`config.mk`:
```
export PLATFORM = sky130hd
export DESIGN_NAME = first_seen_value_labeler_core
export DESIGN_NICKNAME = d
export VERILOG_FILES = /design/src/rtl/fslv_pkg.sv /design/src/rtl/fslv_mem.sv /design/src/rtl/fslv_ctrl.sv /design/src/rtl/first_seen_value_labeler_core.sv
export SDC_FILE = /design/constraint.sdc
export NUM_CORES = 2
export LEC_CHECK = 0
export BUFFER_PORTS_ARGS = -buffer_cell sky130_fd_sc_hd__buf_2
export CAP_MARGIN = 0
export CORE_ASPECT_RATIO = 1.4
export CORE_MARGIN = 5
export CORE_UTILIZATION = 30
export DETAILED_ROUTE_END_ITERATION = 10
export PLACE_DENSITY_LB_ADDON = 0.3
export SETUP_SLACK_MARGIN = 0.1
export SLEW_MARGIN = 40
export SYNTH_ARGS = -nofsm -noshare
export SYNTH_HDL_FRONTEND = slang
export SYNTH_SLANG_ARGS = --single-unit
```
`constraint.sdc`:
```
create_clock -name clk -period 7.2 [get_ports clk]
set_clock_uncertainty 0.2 [all_clocks]
set_input_delay 0.36 -clock clk [delete_from_list [all_inputs] [get_ports clk]]
set_output_delay 0.36 -clock clk [all_outputs]
set_load 0.05 [all_outputs]
```
`src/rtl/fslv_pkg.sv`:
```
// ----------------------------------------------------------------------------
// fslv_pkg
// types and constants shared by the first-seen value labeler
// ----------------------------------------------------------------------------
package fslv_pkg;

  localparam int KEY_W = 32;
  localparam int LBL_W = 7;

  typedef enum logic [1:0] {
    ST_IDLE,
    ST_SEARCH,
    ST_DONE
  } state_t;

  // status from the datapath to the sequencer
  typedef struct packed {
    logic in_valid;
    logic tbl_empty;
    logic match;
    logic at_end;
    logic slot_free;
  } stat_t;

  // controls from the sequencer to the datapath
  typedef struct packed {
    logic in_ready;
    logic searching;
    logic commit;
  } ctrl_t;

endpackage

```
`src/rtl/fslv_mem.sv`:
```
// ----------------------------------------------------------------------------
// fslv_mem
// table of distinct keys: one write port, one read port, registered read data
// ----------------------------------------------------------------------------
module fslv_mem #(
  parameter int DEPTH = 64,
  parameter int AW    = 6
) (
  input  logic                      clk,
  input  logic                      we,
  input  logic [AW-1:0]             waddr,
  input  logic [fslv_pkg::KEY_W-1:0] wdata,
  input  logic [AW-1:0]             raddr,
  output logic [fslv_pkg::KEY_W-1:0] rdata
);
  import fslv_pkg::*;

  logic [KEY_W-1:0] mem [DEPTH];

  always_ff @(posedge clk) begin
    if (we) begin
      mem[waddr] <= wdata;
    end
  end

  always_ff @(posedge clk) begin
    rdata <= mem[raddr];
  end

endmodule

```
`src/rtl/fslv_ctrl.sv`:
```
// ----------------------------------------------------------------------------
// fslv_ctrl
// sequencer: take an item, step through the table, hand the result over
// ----------------------------------------------------------------------------
module fslv_ctrl (
  input  logic            clk,
  input  logic            rst,
  input  fslv_pkg::stat_t stat,
  output fslv_pkg::ctrl_t ctrl
);
  import fslv_pkg::*;

  state_t state;
  state_t state_next;

  always_ff @(posedge clk) begin
    if (rst) begin
      state <= ST_IDLE;
    end else begin
      state <= state_next;
    end
  end

  always_comb begin
    state_next = state;
    unique case (state)
      ST_IDLE: begin
        if (stat.in_valid) begin
          state_next = stat.tbl_empty ? ST_DONE : ST_SEARCH;
        end
      end
      ST_SEARCH: begin
        if (stat.match || stat.at_end) begin
          state_next = ST_DONE;
        end
      end
      ST_DONE: begin
        if (stat.slot_free) begin
          state_next = ST_IDLE;
        end
      end
      default: state_next = ST_IDLE;
    endcase
  end

  always_comb begin
    ctrl = '0;
    unique case (state)
      ST_IDLE:   ctrl.in_ready  = 1'b1;
      ST_SEARCH: ctrl.searching = 1'b1;
      ST_DONE:   ctrl.commit    = stat.slot_free;
      default:   ctrl = '0;
    endcase
  end

endmodule

```
`src/rtl/first_seen_value_labeler_core.sv`:
```
// ----------------------------------------------------------------------------
// first_seen_value_labeler_core
// labels each value by its position in the table of distinct values of a field
// ----------------------------------------------------------------------------
// One item is taken at a time. Its search compares n entries, where n is the
// number of stored entries compared before a match is found or the table runs
// out (0 for an empty table, at most CAPACITY). The table sits in one
// memory with a single read port and one entry is compared per cycle. A
// finished result waits in the output register and the next item is taken
// while it does. The table is cleared after an item with last_of_field set;
// no clearing pass is needed, the fill count marks which entries are live.
// ----------------------------------------------------------------------------
module first_seen_value_labeler_core #(
  parameter int CAPACITY = 64
) (
  input  logic                       clk,
  input  logic                       rst,
  input  logic                       in_valid,
  output logic                       in_ready,
  input  logic [fslv_pkg::KEY_W-1:0] value,
  input  logic                       last_of_field,
  output logic                       out_valid,
  input  logic                       out_ready,
  output logic [fslv_pkg::LBL_W-1:0] label,
  output logic                       is_new,
  output logic                       overflow,
  output logic [fslv_pkg::LBL_W-1:0] distinct_count
);
  import fslv_pkg::*;

  localparam int IW = $clog2(CAPACITY);
  localparam int CW = $clog2(CAPACITY + 1);

  stat_t stat;
  ctrl_t ctrl;

  logic [KEY_W-1:0] key;
  logic             last;
  logic [IW-1:0]    cmp_idx;
  logic             found;
  logic [CW-1:0]    count;

  logic [IW-1:0]    rd_addr;
  logic [KEY_W-1:0] rd_data;
  logic             accept;
  logic             full;
  logic             append;
  logic [CW-1:0]    res_lbl;
  logic [CW-1:0]    count_after;

  // no item is taken while reset is high
  assign in_ready = ctrl.in_ready && !rst;
  assign accept   = in_valid && in_ready;

  // the entry compared next cycle is fetched now, as the read data is registered
  assign rd_addr = ctrl.searching ? cmp_idx + IW'(1) : '0;

  assign full        = (count == CW'(CAPACITY));
  assign append      = !found && !full;
  assign res_lbl     = found ? CW'(cmp_idx) : (full ? CW'(CAPACITY) : count);
  assign count_after = append ? count + CW'(1) : count;

  assign stat.in_valid  = in_valid;
  assign stat.tbl_empty = (count == '0);
  assign stat.match     = ctrl.searching && (rd_data == key);
  assign stat.at_end    = (CW'(cmp_idx) + CW'(1) == count);
  assign stat.slot_free = !out_valid || out_ready;

  fslv_ctrl u_ctrl (
    .clk  (clk),
    .rst  (rst),
    .stat (stat),
    .ctrl (ctrl)
  );

  fslv_mem #(
    .DEPTH (CAPACITY),
    .AW    (IW)
  ) u_mem (
    .clk   (clk),
    .we    (ctrl.commit && append),
    .waddr (count[IW-1:0]),
    .wdata (key),
    .raddr (rd_addr),
    .rdata (rd_data)
  );

  always_ff @(posedge clk) begin
    if (accept) begin
      key     <= value;
      last    <= last_of_field;
      cmp_idx <= '0;
      found   <= 1'b0;
    end else if (ctrl.searching) begin
      if (stat.match) begin
        found <= 1'b1;
      end else if (!stat.at_end) begin
        cmp_idx <= cmp_idx + IW'(1);
      end
    end
  end

  always_ff @(posedge clk) begin
    if (rst) begin
      count <= '0;
    end else if (ctrl.commit) begin
      count <= last ? '0 : count_after;
    end
  end

  always_ff @(posedge clk) begin
    if (rst) begin
      out_valid <= 1'b0;
    end else if (ctrl.commit) begin
      out_valid <= 1'b1;
    end else if (out_ready) begin
      out_valid <= 1'b0;
    end
  end

  // labels and counts are reported modulo the 7-bit field width
  always_ff @(posedge clk) begin
    if (ctrl.commit) begin
      label          <= LBL_W'(res_lbl);
      distinct_count <= LBL_W'(count_after);
      is_new         <= append;
      overflow       <= !found && full;
    end
  end

endmodule

```
Yosys cells after proc, flatten, opt, wreduce, memory -nomap -nowiden
Memories as Yosys holds them, arrays and structs flattened. A register that Yosys moved wholly into a read port is not among the register bits.
Cells that the tools add are included.
{ "word_totals": {"regBits": 66, "ramBits": 2048, "memories": 1} }
{ "memory_table": {"columns": ["name", "depth", "word_bits", "read_ports", "rd_clocked_by_memory_dff", "wr", "line_no", "rtl"], "rows": [
  ["u_mem.mem", 64, 32, 1, 1, 1, "fslv_mem.sv:18", "logic [KEY_W-1:0] mem [DEPTH];"]
]} }
{ "classes": {"n_addsub": 3, "n_eq_ne": 8, "muxes": 17, "n_bitwise": 2, "n_reduce_logical": 18} }
{ "op_table": {"columns": ["operator", "n"], "rows": [
  ["equality test 32 bit", 1],
  ["two-way mux 7 bit", 3],
  ["two-way mux 6 bit", 2],
  ["two-way mux 2 bit", 4],
  ["adder 6 x 1 -> 7 bit, second input constant", 1],
  ["adder 7 x 1 -> 7 bit, second input constant", 1],
  ["equality test 7 bit", 1],
  ["equality test 7 bit, second input constant", 1],
  ["zero test 7 bit", 1],
  ["two-way mux 1 bit", 7],
  ["adder 6 x 1 -> 6 bit, second input constant", 1],
  ["logical AND 1 bit", 6],
  ["case mux 2 bit (3 select lines)", 1],
  ["AND reduction 3 bit", 2],
  ["zero test 1 bit", 4],
  ["inequality test 2 x 1 -> 1 bit, second input constant", 2],
  ["equality test 2 x 1 -> 1 bit, second input constant", 1],
  ["equality test 2 bit, second input constant", 1],
  ["zero test 2 bit", 1],
  ["logical OR 1 bit", 2],
  ["inequality test 2 bit, second input constant", 1],
  ["inverter 1 bit", 2],
  ["AND reduction 2 bit", 1],
  ["nonzero test 2 bit", 1]
]} }

Depth between registers and ports, before layout
{ "depth": {"word_depth": 6, "mapped_depth": 14, "mapped_depth_nobuf": 8} }

Hierarchy
Synthesis repeated with hierarchy kept, for this count alone.
{ "unflattened": {"hier_cells": 3576, "hier_area_um2": 81633.3} }
{ "modules_own_cells": {"columns": ["module", "instances", "cells_each", "area_each_um2"], "rows": [
  ["fslv_mem", 1, 3324, 78515.3],
  ["first_seen_value_labeler_core", 1, 238, 3002.9],
  ["fslv_ctrl", 1, 14, 115.1]
]} }

Worst setup path after synthesis
OpenSTA, ideal clock, no wires.
{ "synth_timing": {"kind": "reg2reg", "startpoint": "register u_ctrl.state[1]", "endpoint": "memory u_mem.mem[62][0] (enable)", "setup_ns": 0.421, "arrival_time_ns": 3.378, "required_ns": 6.579, "slack_ns": 3.200, "path_stages_with_launch": 9, "n_path_buf": 2, "path_cell_list": "dfxtp_1 buf_6 clkbuf_1 nor2b_1 nand2_1 inv_1 and3_1 nand3_1 nor2_1"} }
{ "synth_lines": {"columns": ["element", "line_no", "rtl"], "rows": [
  ["start: declaration", "fslv_ctrl.sv:13", "state_t state;"],
  ["start signal: assignment", "fslv_ctrl.sv:20", "state <= state_next;"],
  ["end: declaration", "fslv_mem.sv:18", null]
]} }

Worst setup path in the final report
{ "layout_timing": {"startpoint": "register cmp_idx[0]", "endpoint": "register u_mem.rdata[2] (netlist bit) (read register of u_mem.mem)"} }
{ "layout_between": {"elab_chain_len": 2} }
{ "layout_rtl": {"columns": ["element", "line_no", "rtl"], "rows": [
  ["start: declaration", "first_seen_value_labeler_core.sv:39", "logic [IW-1:0] cmp_idx;"],
  ["start signal: assignment", "first_seen_value_labeler_core.sv:98", "cmp_idx <= cmp_idx + IW'(1);"],
  ["adder 6 x 1 -> 6 bit", "first_seen_value_labeler_core.sv:56", "assign rd_addr = ctrl.searching ? cmp_idx + IW'(1) : '0;"],
  ["two-way mux 6 bit", "first_seen_value_labeler_core.sv:56", null],
  ["end: declaration", "fslv_mem.sv:14", "output logic [fslv_pkg::KEY_W-1:0] rdata"]
]} }
No other way between the ends.
A chain may end at the register's enable or synchronous reset.

==> results.yml <==
run_status:
  status: "completed"
sta:
  rsz0062_at_grt: "false"
  clock.fmax_mhz: 211
  timing.slew.headroom_pct: 36.7
  slew_violations: 0
  setup_violations: 0
  tns_ns: 0
  hold_violations: 0
  worst_slew_pin_slew_ns: 0.947
  fin_crit_ns: 4.74
  fin_crit_sh_pct: 65.9
  hold_slack_ns: 0.0434
clocking:
  htree_levels: 4
  cts_buffers: 209
  root_buffer: "clkbuf_16"
  clk_latency_ns: 0.85
  cts_tree: "yes"
  cts_resized: 0
  cts_buffer_depth: 4
  path_clk_slew_ns: 0.06
  cts.sinks: 2146
worst_setup_path:
  startpoint_type: "flop"
  r2r_start: "cmp_idx[0]"
  path_class: "reg -> reg"
  cp-startpoint: "cmp_idx[0]"
  arrival_ns: 5.24
  worstPathMaxFanout: 101
  crit_required_ns: 7.69
  reg2reg_depth: 8
  crit_path_end_kind: "flop"
power:
  power.density_nw_per_um2: 262
  p_leak_nw: 30.6
  p_sw_share_pct: 21.9
  p_seq_share_pct: 53.3
  comb_power_share_pct: 4.7
  ir_drop_mv: 0.205
  power.switching_mw: 5.64
  p_int_mw: 20.2
  power_frac_clock_pct: 41.9
floorplan:
  io_pins: 55
  dieHeight_um: 639
  die_w_um: 459
  coreArea_um2: 282000
  rows: 231
  start_util_pct: 30.0
  die_area_um2: 293000
placement:
  io_buffers: 54
  place_area_um2: 91200
  dp_hpwl_mm: 170
  place_congestion: 0.854
synth:
  ys_seq_area_share_pct: 75.5
  syn_inst: 5677
  yosysWarnings: 0
  synth_flop_cell: "edfxtp_1"
  syn-cell-area_um2: 84800
  async_reset_ff_share_pct: 0
  yosysUniqueCellTypes: 82
  synth_nets: 5717
  ys_ff_latch: 2146
  avgSynthCellArea_um2: 14.9
  synth_edf_count: 2097
global_routing:
  grt_usage_pct: 19.3
  grt_pass1_wl_mm: 409
  overflow: 0
  grt_pass1_vias: 51730
  antenna_found_initial: 16
  grt_max_degree: 124
cells_and_area:
  area_delta_synth_final_pct: 16.1
  fin_area_um2: 98400
  final_layout_size_suffix_gt1_share_pct: 13.4
  fillers: 27048
  final_net_count: 5870
detailed_routing:
  drc_errors: 0
  ant_nets: 0
  wirelength_mm: 292
  wl_per_cell_um: 30.1
  firstDrtPassIters: 6
  drt_iter0_drc: 6225
  viasPerCell: 5.48
  vias: 53286
job:
  maxCapViolCount: 0
min_path:
  hp-class: "in -> reg"
  min_from: "value[19]"
  whs_path_depth: 2
## cell usage in the layout (no fill, tap or decap), types with 50 or more instances in the layout
cell type      count
a211oi_1          87
a21oi_1          210
a311oi_1          56
a31oi_1           69
buf_2             56
buf_4            187
clkbuf_1          54
clkbuf_16        212
dlygate4sd3_1     53
edfxtp_1        2097
mux2i_1          172
nand2_1          824
nand3_1          329
nor2_1           116
nor2_4            66
nor3_1            50
o211ai_1         134
o21ai_0          104
o221ai_1          93
o22ai_1           92
or3_1            131
## critical path: stages, from the launching register on
cell and delay, ns:
dfxtp_4 0.83, or3b_4 0.75, buf_12 0.45, mux2i_1 0.58, o22a_1 0.23, o21ai_1 0.07
a2111oi_2 0.47, nor4_1 0.14, or4_1 0.56
## area by class of cell
| class | count | area (um^2) | area share [%] |
|---|---|---|---|
| antenna | 2 | 5.00 | 0.00509 |
| clock buffer | 278 | 5670 | 5.76 |
| clock inverter | 93 | 926 | 0.941 |
| inverter | 17 | 71.3 | 0.0725 |
| multi-input combinational | 3095 | 19600 | 19.9 |
| sequential | 2146 | 64000 | 65.0 |
| tap | 3728 | 4660 | 4.74 |
| timing repair buffer | 361 | 3520 | 3.58 |
## cell usage after synthesis (all sizes together), types with 6 or more instances
cell     instances  share of area, %
nor2           187              0.83
a22oi           17              0.15
clkbuf         179              0.79
dfxtp           49               1.2
nor4            27              0.20
a311oi          59              0.61
nand3          329               1.9
a211oi          90              0.80
xnor2           11              0.12
or3            131              0.97
a211o           10              0.10
nor2b           36              0.27
mux2            46              0.61
buf            240               1.4
a221oi          35              0.36
or4             11             0.097
a2bb2oi         27              0.28
o22ai           92              0.68
a2111oi         12              0.18
nor3            51              0.30
edfxtp        2097                74
nand4            6             0.044
a31oi           69              0.51
xor2            40              0.41
o211ai         134               1.2
o21ai          146              0.86
o221ai          93              0.96
a221o            9              0.11
nand2b          24              0.18
nand2          831               3.7
a32oi           10              0.10
mux4            44               1.2
a21oi          211               1.2
o22a             6             0.062
o311ai          11              0.11
o2111ai         10              0.10
inv             16             0.071
mux2i          174               2.1
and3            41              0.30
## power by group through the flow
stage | clock [mW] | sequential (mW) | combinational, mW
after global placement | 0 | 14.0 | 1.19
after floorplan | 0 | 14.1 | 0.615
after global routing | 11.5 | 13.8 | 1.29
after detailed placement | 0 | 14.0 | 1.20
final | 10.8 | 13.8 | 1.23
after CTS | 11.0 | 13.8 | 1.23
## final timing paths
kind	endpoint	slack, ns
setup / recovery	u_mem.rdata[2]	2.46
hold / removal	key[19]	0.04
setup reg to reg	u_mem.rdata[2]	2.46
hold reg to reg	out_valid	0.32
## per-stage QoR
| stage | std cells | setup WS, ns | util, % | power (mW) |
|---|---|---|---|---|
| floorplan | 5677 | 3.20 | - | 14.7 |
| global placement | 9249 | 2.37 | 32.0 | 15.2 |
| detailed placement | 9290 | 2.47 | 32.3 | 15.2 |
| CTS | 9714 | 2.45 | 34.9 | 26.0 |
| global route | 9720 | 2.35 | 34.9 | 26.5 |
| finish | 9720 | 2.46 | 34.9 | 25.8 |
## sequential cells by signal (all words and copies together) (netlist names), 2 cells and up
| register | flops |
|---|---|
| u_mem.mem | 2048 |
| key | 32 |
| u_mem.rdata | 32 |
| count | 7 |
| distinct_count | 7 |
| label | 7 |
| cmp_idx | 6 |
| u_ctrl.state | 2 |
## cells by family (layout without fill, tap and decap cells)
family                     count (synthesis)  count (layout)  synth area share, %
other                                      0               2                    0
and+or+nand+nor                         1692            1692                 8.99
muxes                                    264             264                 3.85
xor gates and xnor gates                  51              51                0.536
AOI/OAI and AO/OA                       1085            1085                 8.89
DFF                                     2146            2146                 75.5
adders and majority gates                  3               3               0.0443
buffers and inverters                    436             749                 2.23
## repair_timing
item,in CTS,in global routing
hold buffers,53,0
endpoints found under the hold margin,50,0
buffers inserted,0,0
## per-layer routing
metal	vias to the layer above	part of all wire [%]	GRT usage (%)
li1	22392	-	-
met1	27813	38	24.1
met2	2516	50	33.0
met3	559	7.4	3.10
met4	6	4.9	8.53
met5	-	0.013	0
(Power assumes the default switching activity.)
